--- config.mk ---
export PLATFORM = sky130hd
export DESIGN_NAME = shortest_queue_of_d_dispatcher
export DESIGN_NICKNAME = d
export VERILOG_FILES = /design/src/design/sqd_pkg.sv /design/src/design/sqd_front.sv /design/src/design/sqd_dist.sv /design/src/design/sqd_back.sv /design/src/design/shortest_queue_of_d_dispatcher.sv
export SDC_FILE = /design/constraint.sdc
export NUM_CORES = 1
export LEC_CHECK = 0
export ABC_AREA = 1
export BUFFER_PORTS_ARGS = -buffer_cell sky130_fd_sc_hd__buf_2
export CAP_MARGIN = 5
export CORE_MARGIN = 3
export CORE_UTILIZATION = 23
export CTS_CLUSTER_SIZE = 8
export DETAILED_ROUTE_END_ITERATION = 10
export PLACE_DENSITY_LB_ADDON = 0.12
export REMOVE_ABC_BUFFERS = 1
export SLEW_MARGIN = 40
export SYNTH_ARGS = -nofsm -noshare
export SYNTH_HDL_FRONTEND = slang
export SYNTH_SLANG_ARGS = --single-unit
export TNS_END_PERCENT = 5
--- constraint.sdc ---
create_clock -name clk -period 5.9 [get_ports clk]
set_input_delay 1.18 -clock clk [delete_from_list [all_inputs] [get_ports clk]]
set_output_delay 1.18 -clock clk [all_outputs]
set_load 0.005 [all_outputs]
--- src/design/sqd_pkg.sv ---
// sqd_pkg: shared types and constants of the shortest-queue dispatcher
// used by every module of the block; depends on nothing
`default_nettype none

package sqd_pkg;

	// field widths and sizes
	localparam int NODE_W      = 6;
	localparam int NODES       = 64;
	localparam int LEN_W       = 8;
	localparam int DIST_W      = 9;
	localparam int CNT_W       = 3;
	localparam int CAND_SLOTS  = 5;
	localparam int SLOT_W      = 3;
	localparam int MODE_W      = 2;
	localparam int SIZE_W      = 7;
	localparam int WEIGHT_W    = 8;
	localparam int APB_AW      = 5;
	localparam int APB_DW      = 32;

	localparam logic [LEN_W-1:0] MAX_LENGTH = 8'd255;
	localparam logic [CNT_W-1:0] MAX_EXTRA  = 3'd4;

	// fault codes
	localparam logic [1:0] FAULT_OK    = 2'd0;
	localparam logic [1:0] FAULT_SAT   = 2'd1;
	localparam logic [1:0] FAULT_EMPTY = 2'd2;

	// distance rules
	localparam logic [MODE_W-1:0] MODE_CYCLE   = 2'd0;
	localparam logic [MODE_W-1:0] MODE_GRID    = 2'd1;
	localparam logic [MODE_W-1:0] MODE_CLUSTER = 2'd2;

	// register indexes (byte address bits [4:2])
	localparam logic [2:0] REG_NUM_NODES    = 3'd0;
	localparam logic [2:0] REG_TOPOLOGY     = 3'd1;
	localparam logic [2:0] REG_GRID_WIDTH   = 3'd2;
	localparam logic [2:0] REG_CLUSTER_SIZE = 3'd3;
	localparam logic [2:0] REG_HOP_WEIGHT   = 3'd4;

	typedef struct packed {
		logic              action;
		logic [NODE_W-1:0] source_node;
		logic [CNT_W-1:0]  extra_count;
		logic [NODE_W-1:0] cand_a;
		logic [NODE_W-1:0] cand_b;
		logic [NODE_W-1:0] cand_c;
		logic [NODE_W-1:0] cand_d;
		logic [NODE_W-1:0] completed_node;
	} in_item_t;

	typedef struct packed {
		logic [NODE_W-1:0] chosen_node;
		logic [LEN_W-1:0]  new_length;
		logic [DIST_W-1:0] route_distance;
		logic              start_service;
		logic              became_empty;
		logic [1:0]        fault;
	} out_item_t;

	// classified job between front and back; slot 0 is source or completed node
	typedef struct packed {
		logic                                is_completion;
		logic [CNT_W-1:0]                    count;
		logic [CAND_SLOTS-1:0][NODE_W-1:0]   nodes;
	} job_t;

	typedef struct packed {
		logic [SIZE_W-1:0]   num_nodes;
		logic [MODE_W-1:0]   topology_mode;
		logic [SIZE_W-1:0]   grid_width;
		logic [SIZE_W-1:0]   cluster_size;
		logic [WEIGHT_W-1:0] hop_weight;
	} cfg_t;

endpackage

`default_nettype wire

--- src/design/sqd_front.sv ---
// sqd_front: accepts commands, classifies them into jobs, holds a two-entry queue
// depends on sqd_pkg
`default_nettype none

module sqd_front
	import sqd_pkg::*;
(
	input  wire logic     clk,
	input  wire logic     arst_n,
	input  wire logic     start,
	input  wire in_item_t cmd,
	output logic          busy,
	output logic          avail,
	input  wire logic     pop,
	output job_t          head
);

	job_t       job;
	job_t       entry_q [2];
	logic       wr_ptr_q;
	logic       rd_ptr_q;
	logic [1:0] cnt_q;
	logic       push;

	// classify: completion uses slot 0 only, arrival clamps its candidate count
	always_comb begin
		job.is_completion = cmd.action;
		job.nodes[0]      = cmd.action ? cmd.completed_node : cmd.source_node;
		job.nodes[1]      = cmd.cand_a;
		job.nodes[2]      = cmd.cand_b;
		job.nodes[3]      = cmd.cand_c;
		job.nodes[4]      = cmd.cand_d;
		if (cmd.action)
			job.count = '0;
		else if (cmd.extra_count > MAX_EXTRA)
			job.count = MAX_EXTRA;
		else
			job.count = cmd.extra_count;
	end

	assign busy  = (cnt_q == 2'd2);
	assign avail = (cnt_q != 2'd0);
	assign push  = start && !busy;
	assign head  = entry_q[rd_ptr_q];

	// queue storage
	always_ff @(posedge clk) begin
		if (push)
			entry_q[wr_ptr_q] <= job;
	end

	// queue pointers
	always_ff @(posedge clk or negedge arst_n) begin
		if (!arst_n) begin
			wr_ptr_q <= 1'b0;
			rd_ptr_q <= 1'b0;
			cnt_q    <= 2'd0;
		end else begin
			if (push)
				wr_ptr_q <= ~wr_ptr_q;
			if (pop && avail)
				rd_ptr_q <= ~rd_ptr_q;
			if (push && !(pop && avail))
				cnt_q <= cnt_q + 2'd1;
			else if (!push && pop && avail)
				cnt_q <= cnt_q - 2'd1;
		end
	end

endmodule

`default_nettype wire

--- src/design/sqd_dist.sv ---
// sqd_dist: routing distance unit, cycle rule directly, grid and cluster by a
// bit-serial divider over the node index; depends on sqd_pkg
`default_nettype none

module sqd_dist
	import sqd_pkg::*;
(
	input  wire logic              clk,
	input  wire logic              arst_n,
	input  wire logic              go,
	input  wire logic [NODE_W-1:0] u,
	input  wire logic [NODE_W-1:0] v,
	input  wire cfg_t              cfg,
	output logic                   done,
	output logic [DIST_W-1:0]      route_dist
);

	typedef enum logic [1:0] {
		ST_IDLE,
		ST_DIV,
		ST_FIN
	} state_t;

	typedef struct packed {
		logic [SIZE_W-1:0] rem;
		logic [NODE_W-1:0] quo;
	} div_t;

	localparam logic [SLOT_W-1:0] LAST_STEP = SLOT_W'(NODE_W - 1);

	state_t            state_q;
	div_t              du_q;
	div_t              dv_q;
	logic [SIZE_W-1:0] divisor_q;
	logic [SLOT_W-1:0] step_q;
	logic              is_grid_q;
	logic              done_q;
	logic [DIST_W-1:0] dist_q;

	logic [NODE_W-1:0]   diff;
	logic [SIZE_W-1:0]   wrap;
	logic [DIST_W-1:0]   cyc_dist;
	logic [WEIGHT_W-1:0] weight;
	logic [SIZE_W-1:0]   sel_div;
	div_t                du_nx;
	div_t                dv_nx;
	logic [NODE_W-1:0]   qdiff;
	logic [NODE_W-1:0]   rdiff;

	// one restoring division step: shift in the next dividend bit
	function automatic div_t div_step(div_t d, logic [SIZE_W-1:0] divisor);
		logic [SIZE_W:0] trial;
		div_t            r;
		trial = {d.rem, d.quo[NODE_W-1]};
		if (trial >= {1'b0, divisor}) begin
			r.rem = SIZE_W'(trial - {1'b0, divisor});
			r.quo = {d.quo[NODE_W-2:0], 1'b1};
		end else begin
			r.rem = trial[SIZE_W-1:0];
			r.quo = {d.quo[NODE_W-2:0], 1'b0};
		end
		return r;
	endfunction

	// cycle distance with wraparound
	always_comb begin
		diff = (u > v) ? (u - v) : (v - u);
		wrap = cfg.num_nodes - {1'b0, diff};
		if (cfg.num_nodes > {1'b0, diff} && wrap < {1'b0, diff})
			cyc_dist = DIST_W'(wrap);
		else
			cyc_dist = DIST_W'(diff);
	end

	assign weight  = (cfg.hop_weight == '0) ? WEIGHT_W'(1) : cfg.hop_weight;
	assign sel_div = (cfg.topology_mode == MODE_GRID) ? cfg.grid_width : cfg.cluster_size;
	assign du_nx   = div_step(du_q, divisor_q);
	assign dv_nx   = div_step(dv_q, divisor_q);

	// grid distance from quotient and remainder differences
	assign qdiff = (du_q.quo > dv_q.quo) ? (du_q.quo - dv_q.quo) : (dv_q.quo - du_q.quo);
	assign rdiff = (du_q.rem[NODE_W-1:0] > dv_q.rem[NODE_W-1:0])
		? (du_q.rem[NODE_W-1:0] - dv_q.rem[NODE_W-1:0])
		: (dv_q.rem[NODE_W-1:0] - du_q.rem[NODE_W-1:0]);

	assign done       = done_q;
	assign route_dist = dist_q;

	// sequencer
	always_ff @(posedge clk or negedge arst_n) begin
		if (!arst_n) begin
			state_q   <= ST_IDLE;
			done_q    <= 1'b0;
			dist_q    <= '0;
			du_q      <= '0;
			dv_q      <= '0;
			divisor_q <= '0;
			step_q    <= '0;
			is_grid_q <= 1'b0;
		end else begin
			done_q <= 1'b0;
			case (state_q)
				ST_IDLE: begin
					if (go) begin
						if (u == v) begin
							dist_q <= '0;
							done_q <= 1'b1;
						end else if (cfg.topology_mode == MODE_CYCLE) begin
							dist_q <= cyc_dist;
							done_q <= 1'b1;
						end else if (cfg.topology_mode == MODE_GRID && sel_div == '0) begin
							dist_q <= '0;
							done_q <= 1'b1;
						end else if (cfg.topology_mode == MODE_CLUSTER && sel_div == '0) begin
							dist_q <= DIST_W'(weight);
							done_q <= 1'b1;
						end else if (cfg.topology_mode == MODE_GRID ||
						             cfg.topology_mode == MODE_CLUSTER) begin
							du_q      <= '{rem: '0, quo: u};
							dv_q      <= '{rem: '0, quo: v};
							divisor_q <= sel_div;
							is_grid_q <= (cfg.topology_mode == MODE_GRID);
							step_q    <= '0;
							state_q   <= ST_DIV;
						end else begin
							dist_q <= '0;
							done_q <= 1'b1;
						end
					end
				end
				ST_DIV: begin
					du_q   <= du_nx;
					dv_q   <= dv_nx;
					step_q <= step_q + SLOT_W'(1);
					if (step_q == LAST_STEP)
						state_q <= ST_FIN;
				end
				ST_FIN: begin
					if (is_grid_q)
						dist_q <= DIST_W'(qdiff) + DIST_W'(rdiff);
					else if (du_q.quo == dv_q.quo)
						dist_q <= DIST_W'(weight);
					else
						dist_q <= {weight, 1'b0};
					done_q  <= 1'b1;
					state_q <= ST_IDLE;
				end
				default: state_q <= ST_IDLE;
			endcase
		end
	end

endmodule

`default_nettype wire

--- src/design/sqd_back.sv ---
// sqd_back: scans candidate queue lengths, updates the length memory, reports results
// depends on sqd_pkg and sqd_dist
`default_nettype none

module sqd_back
	import sqd_pkg::*;
(
	input  wire logic  clk,
	input  wire logic  arst_n,
	input  wire cfg_t  cfg,
	input  wire logic  avail,
	output logic       pop,
	input  wire job_t  head,
	output logic       done,
	output out_item_t  result
);

	typedef enum logic [2:0] {
		ST_IDLE,
		ST_SCAN,
		ST_LAST,
		ST_UPD,
		ST_DIST
	} state_t;

	state_t            state_q;
	job_t              job_q;
	logic [SLOT_W-1:0] rd_idx_q;
	logic [SLOT_W-1:0] cmp_idx_q;
	logic              cmp_vld_q;
	logic [NODE_W-1:0] best_node_q;
	logic [LEN_W-1:0]  best_len_q;
	logic              done_q;
	out_item_t         result_q;
	logic              dist_go_q;

	// length memory with per-entry valid bits
	logic [LEN_W-1:0]  len_mem [NODES];
	logic [NODES-1:0]  vld_q;
	logic [LEN_W-1:0]  rd_data_s1;
	logic              rd_vld_s1;
	logic [NODE_W-1:0] rd_addr;
	logic [LEN_W-1:0]  rd_len;
	logic              wr_en;
	logic [LEN_W-1:0]  wr_data;

	logic [LEN_W-1:0]  upd_len;
	logic              upd_start;
	logic              upd_empty;
	logic [1:0]        upd_fault;

	logic              dist_done;
	logic [DIST_W-1:0] dist_val;

	assign rd_addr = job_q.nodes[rd_idx_q];
	assign rd_len  = rd_vld_s1 ? rd_data_s1 : '0;
	assign pop     = (state_q == ST_IDLE) && avail;
	assign wr_en   = (state_q == ST_UPD);
	assign wr_data = upd_len;
	assign done    = done_q;
	assign result  = result_q;

	// memory read and write ports
	always_ff @(posedge clk) begin
		rd_data_s1 <= len_mem[rd_addr];
		if (wr_en)
			len_mem[best_node_q] <= wr_data;
	end

	always_ff @(posedge clk or negedge arst_n) begin
		if (!arst_n) begin
			vld_q     <= '0;
			rd_vld_s1 <= 1'b0;
		end else begin
			rd_vld_s1 <= vld_q[rd_addr];
			if (wr_en)
				vld_q[best_node_q] <= 1'b1;
		end
	end

	// new length and flags for the chosen node
	always_comb begin
		upd_start = 1'b0;
		upd_empty = 1'b0;
		upd_fault = FAULT_OK;
		if (!job_q.is_completion) begin
			if (best_len_q >= MAX_LENGTH) begin
				upd_len   = MAX_LENGTH;
				upd_fault = FAULT_SAT;
			end else begin
				upd_len   = best_len_q + LEN_W'(1);
				upd_start = (best_len_q == '0);
			end
		end else begin
			if (best_len_q == '0) begin
				upd_len   = '0;
				upd_fault = FAULT_EMPTY;
			end else begin
				upd_len   = best_len_q - LEN_W'(1);
				upd_empty = (best_len_q == LEN_W'(1));
			end
		end
	end

	sqd_dist u_dist (
		.clk        (clk),
		.arst_n     (arst_n),
		.go         (dist_go_q),
		.u          (job_q.nodes[0]),
		.v          (best_node_q),
		.cfg        (cfg),
		.done       (dist_done),
		.route_dist (dist_val)
	);

	// sequencer: scan candidates one read per cycle, compare each in the cycle after its read
	always_ff @(posedge clk or negedge arst_n) begin
		if (!arst_n) begin
			state_q     <= ST_IDLE;
			job_q       <= '0;
			rd_idx_q    <= '0;
			cmp_idx_q   <= '0;
			cmp_vld_q   <= 1'b0;
			best_node_q <= '0;
			best_len_q  <= '0;
			done_q      <= 1'b0;
			result_q    <= '0;
			dist_go_q   <= 1'b0;
		end else begin
			done_q    <= 1'b0;
			dist_go_q <= 1'b0;

			// compare stage: strict less keeps the earlier candidate on a tie
			if (cmp_vld_q) begin
				if (cmp_idx_q == '0 || rd_len < best_len_q) begin
					best_node_q <= job_q.nodes[cmp_idx_q];
					best_len_q  <= rd_len;
				end
			end

			case (state_q)
				ST_IDLE: begin
					cmp_vld_q <= 1'b0;
					if (avail) begin
						job_q    <= head;
						rd_idx_q <= '0;
						state_q  <= ST_SCAN;
					end
				end
				ST_SCAN: begin
					cmp_vld_q <= 1'b1;
					cmp_idx_q <= rd_idx_q;
					if (rd_idx_q == job_q.count)
						state_q <= ST_LAST;
					else
						rd_idx_q <= rd_idx_q + SLOT_W'(1);
				end
				ST_LAST: begin
					cmp_vld_q <= 1'b0;
					state_q   <= ST_UPD;
				end
				ST_UPD: begin
					result_q.chosen_node    <= best_node_q;
					result_q.new_length     <= upd_len;
					result_q.route_distance <= '0;
					result_q.start_service  <= upd_start;
					result_q.became_empty   <= upd_empty;
					result_q.fault          <= upd_fault;
					if (job_q.is_completion) begin
						done_q  <= 1'b1;
						state_q <= ST_IDLE;
					end else begin
						dist_go_q <= 1'b1;
						state_q   <= ST_DIST;
					end
				end
				ST_DIST: begin
					if (dist_done) begin
						result_q.route_distance <= dist_val;
						done_q  <= 1'b1;
						state_q <= ST_IDLE;
					end
				end
				default: state_q <= ST_IDLE;
			endcase
		end
	end

endmodule

`default_nettype wire

--- src/design/shortest_queue_of_d_dispatcher.sv ---
// shortest_queue_of_d_dispatcher: top level with configuration registers
// depends on sqd_pkg, sqd_front, sqd_back
`default_nettype none

// Each accepted command gives exactly one result, shown on result for one cycle
// with done high; the receiver cannot stall, so results must be taken as they come.
// A command is taken when start is high and busy is low; a two-entry queue holds
// commands while the back end works. The back end scans the length memory, one read
// per candidate, and updates the chosen length, which ends a completion. An arrival
// gets its distance directly for the cycle rule, a source-chosen match or a zero
// divisor, else from the six-step serial divider. Results leave in command order.
// Configuration goes through the APB port at byte addresses 0, 4, 8, 12, 16; the
// user must write it only while the block is idle; the block does not enforce it.
module shortest_queue_of_d_dispatcher
	import sqd_pkg::*;
(
	input  wire logic              clk,
	input  wire logic              arst_n,
	input  wire logic              start,
	input  wire in_item_t          cmd,
	output logic                   busy,
	output logic                   done,
	output out_item_t              result,
	input  wire logic              psel,
	input  wire logic              penable,
	input  wire logic              pwrite,
	input  wire logic [APB_AW-1:0] paddr,
	input  wire logic [APB_DW-1:0] pwdata,
	output logic [APB_DW-1:0]      prdata,
	output logic                   pready
);

	cfg_t       cfg_q;
	logic       wr_stb;
	logic [2:0] reg_idx;
	logic       q_avail;
	logic       q_pop;
	job_t       q_head;

	assign pready  = 1'b1;
	assign wr_stb  = psel && penable && pwrite;
	assign reg_idx = paddr[4:2];

	// configuration registers
	always_ff @(posedge clk or negedge arst_n) begin
		if (!arst_n) begin
			cfg_q.num_nodes     <= SIZE_W'(64);
			cfg_q.topology_mode <= MODE_CYCLE;
			cfg_q.grid_width    <= SIZE_W'(8);
			cfg_q.cluster_size  <= SIZE_W'(64);
			cfg_q.hop_weight    <= WEIGHT_W'(1);
		end else if (wr_stb) begin
			case (reg_idx)
				REG_NUM_NODES:    cfg_q.num_nodes     <= pwdata[SIZE_W-1:0];
				REG_TOPOLOGY:     cfg_q.topology_mode <= pwdata[MODE_W-1:0];
				REG_GRID_WIDTH:   cfg_q.grid_width    <= pwdata[SIZE_W-1:0];
				REG_CLUSTER_SIZE: cfg_q.cluster_size  <= pwdata[SIZE_W-1:0];
				REG_HOP_WEIGHT:   cfg_q.hop_weight    <= pwdata[WEIGHT_W-1:0];
				default: ;
			endcase
		end
	end

	// register read back
	always_comb begin
		case (reg_idx)
			REG_NUM_NODES:    prdata = APB_DW'(cfg_q.num_nodes);
			REG_TOPOLOGY:     prdata = APB_DW'(cfg_q.topology_mode);
			REG_GRID_WIDTH:   prdata = APB_DW'(cfg_q.grid_width);
			REG_CLUSTER_SIZE: prdata = APB_DW'(cfg_q.cluster_size);
			REG_HOP_WEIGHT:   prdata = APB_DW'(cfg_q.hop_weight);
			default:          prdata = '0;
		endcase
	end

	sqd_front u_front (
		.clk    (clk),
		.arst_n (arst_n),
		.start  (start),
		.cmd    (cmd),
		.busy   (busy),
		.avail  (q_avail),
		.pop    (q_pop),
		.head   (q_head)
	);

	sqd_back u_back (
		.clk    (clk),
		.arst_n (arst_n),
		.cfg    (cfg_q),
		.avail  (q_avail),
		.pop    (q_pop),
		.head   (q_head),
		.done   (done),
		.result (result)
	);

endmodule

`default_nettype wire

==> impl_metrics.yaml <==
outcome:
  status: "finished, final reports clean"
clock_tree:
  cts_tree: "yes"
  cts_buffer_depth: 3
  cts_setup_buffers: 0
  htreeDepth: 3
  insertion_delay_ns: 0.74
  cts.clk_slew.worst_paths_ns: 0.06
  hold_buffers: 0
  ctsResizeCount: 0
  cts.sinks: 824
  numCtsBuffers: 114
  root_buffer: "clkbuf_16"
place:
  dp_cells: 5441
  dp_slack_ns: 1.17
  place_hpwl_um: 73400
  port_buffers: 93
  gp_congestion: 0.779
critical_path:
  r2r_slack_ns: 1.20
  crit_chain: "clkinv_1 > ha_1 > nand2_1 > inv_1 > nand4_2 > nand2_2 > mux2i_1 > xor2_1 > ha_1 > a21oi_1 > a21boi_0 > nand2_1 > nand2_1 > nand2_1 > ha_1 > nor2_1 > nand3_1 > nand2_1 > nand3_1 > nand2_1 > nand3_1 > nand2_1 > a21oi_1"
  cpMostUsedCell: "nand2_1"
  r2r_cells: 23
  slowest_stage: "dfrtp_1"
  crit_arrival_ns: 5.32
  required_ns: 6.52
  rr_endpoint: "u_back.u_dist.route_dist[5]$_DFFE_PN0P_"
  startpoint_type: "flip-flop"
  max_stage_delay_ns: 0.52
  r2r-start: "u_back.best_node_q[3]$_DFFE_PN0P_"
  cp_max_fo: 8
  path_class: "reg2reg"
  critPathCaptureType: "flip-flop"
routing:
  route.vias.total: 25500
  drt-initial-drc-count: 1675
  first_pass_iters: 5
  drc: 0
  drt-vias-per-instance: 4.50
  routed_wl_um: 117000
  postRouteAntennaNets: 0
  wl_per_cell_um: 20.7
synth:
  ys_ff_latch: 824
  synth.largest_area_cell: "edfxtp_1"
  avgSynthCellArea_um2: 10.9
  synth_cell_types: 65
  synth-warning-count: 0
  syn_inst: 3398
  yosysSeqAreaShare_pct: 63.6
  synthArstFlopShare_pct: 28.6
  synth_ff_type: "edfxtp_1"
  netlist.area_leader.share_pct: 47.2
  synthTopCellsByArea: "edfxtp_1 (47%), dfrtp_1 (16%), o21ai_0 (5.7%)"
  synth-edff-count: 580
  syn_area_um2: 36900
global_route:
  grt_pass1_wl_um: 175000
  antenna_found_initial: 3
  gr-usage-all-layers_pct: 14.1
  grt.overflow.total: 0
  grt_pass1_vias: 25900
  grt_max_degree: 135
timing:
  fmax_mhz: 213
  rsz0062_at_grt: "false"
  fin_ws_ns: 1.20
  fin_crit_ns: 4.70
  setup_viol: 0
  slew_viol_final: 0
  relSlewSlack_pct: 42.9
  max_slew.worst_pin.slew_ns: 0.857
  tns_ns: 0
  finalCritPeriodShare_pct: 79.7
  skew_ns: 0.0367
  finalHoldViolCount: 0
cells_and_area:
  register_area_um2: 23500
  instances_no_fill: 5660
  nets: 3660
  syn_to_final_growth_pct: 17.6
  multi_input_area_um2: 11900
  drive_above_1_share_pct: 12.0
  nFillCells: 16800
  finalCoreUtilization_pct: 27.3
floorplanning:
  die_x_um: 407
  core_area_um2: 159000
  io_pins: 145
  row_count: 146
  start_util_pct: 23.2
  fp.dieH_um: 407
  fp.dieArea_um2: 165000
worst_hold_path:
  hp-class: "in2async"
job:
  max_cap_viol_count: 0
## through the flow
stage                     hold slack, ns  cell area (um^2)
after global placement             0.440             39700
after floorplan                    0.427             36000
after detailed placement           0.446             40000
after global routing               0.458             43400
final                              0.453             43400
after CTS                          0.430             43300
## layout by cell type (no fill, tap or decap), types with 58 or more instances in the layout
cell type	synthesis	routed
nand3_1	214	208
clkbuf_16	0	114
a21oi_1	111	110
nand2_1	369	366
o21ai_0	419	414
clkbuf_1	93	93
o221ai_1	133	132
ha_1	81	81
nor2_1	475	416
edfxtp_1	580	580
dfrtp_1	232	232
nor2_2	1	58
buf_2	71	92
inv_1	241	241
## worst max path at each step
| stage | from | slack [ns] | cells past startpoint | to |
|---|---|---|---|---|
| floorplan | u_back.rd_idx_q[0]$_DFFE_PN0P_ | -1.19 | 11 | u_back.rd_data_s1[7]$_DFF_P_ |
| global placement | u_back.best_node_q[3]$_DFFE_PN0P_ | 1.19 | 23 | u_back.u_dist.route_dist[5]$_DFFE_PN0P_ |
| detailed placement | u_back.best_node_q[3]$_DFFE_PN0P_ | 1.17 | 23 | u_back.u_dist.route_dist[5]$_DFFE_PN0P_ |
| CTS | u_back.best_node_q[3]$_DFFE_PN0P_ | 1.17 | 23 | u_back.u_dist.route_dist[5]$_DFFE_PN0P_ |
| global route | u_back.best_node_q[3]$_DFFE_PN0P_ | 0.62 | 25 | u_back.u_dist.route_dist[3]$_DFFE_PN0P_ |
| finish | u_back.best_node_q[3]$_DFFE_PN0P_ | 1.20 | 23 | u_back.u_dist.route_dist[5]$_DFFE_PN0P_ |
## worst max-delay path: cells and delay by family, from the launching register on
family                     cells  cell delay (ns)
buffers and inverters          2             0.45
and+or+nand+nor               13             1.46
xor gates and xnor gates       1             0.34
AOI/OAI and AO/OA              3             0.54
muxes                          1             0.24
DFF                            1             0.52
adders and majority gates      3             1.03
## synthesized netlist by cell type (34+ instances only)
master / instances
edfxtp_1: 580
nor2_1: 475
o21ai_0: 419
nand2_1: 369
inv_1: 241
dfrtp_1: 232
nand3_1: 214
o221ai_1: 133
a21oi_1: 111
clkbuf_1: 93
ha_1: 81
buf_2: 71
o21ai_1: 47
o31ai_1: 36
or2_2: 34
## registers in the layout (all words and copies together), names as in the netlist, 6 cells and up
register	flops
cfg_q	31
u_back.u_dist.dv_q	13
u_back.u_dist.du_q	13
u_back.job_q	34
u_back.len_mem	512
u_back.vld_q	64
u_back.best_len_q	8
u_back.best_node_q	6
u_back.result	27
u_back.u_dist.divisor_q	7
u_front.entry_q	68
u_back.u_dist.route_dist	9
u_back.rd_data_s1	8
## logic make-up after synthesis
kind of cell	Yosys count	synth area share, %
and+or+nand+nor	1135	12.8
AOI/OAI and AO/OA	832	13.7
DFF	824	63.6
buffers and inverters	463	5.33
adders and majority gates	90	3.23
xor gates and xnor gates	37	0.878
muxes	15	0.430
other	2	0.0203
## routing by layer
| layer | vias to the layer above | routed length [um] | GRT usage, % |
|---|---|---|---|
| li1 | 12300 | - | - |
| met1 | 12700 | 56900 | 19.8 |
| met2 | 401 | 54200 | 22.8 |
| met3 | 138 | 3740 | 2.21 |
| met4 | 0 | 2400 | 3.27 |
| met5 | - | 0 | 0 |
## layout make-up
cell class	count	share of cell area (%)
Antenna cell	3	0.0173
Timing Repair Buffer	154	2.52
Tap cell	2072	5.97
Clock buffer	207	7.38
Multi-Input combinational cell	2134	27.4
Sequential cell	824	54.1
Inverter	259	2.27
Clock inverter	7	0.308
Power is left out: the tool's default activity adds up to more than one toggle a clock period on the data nets, which glitch-free logic cannot reach.
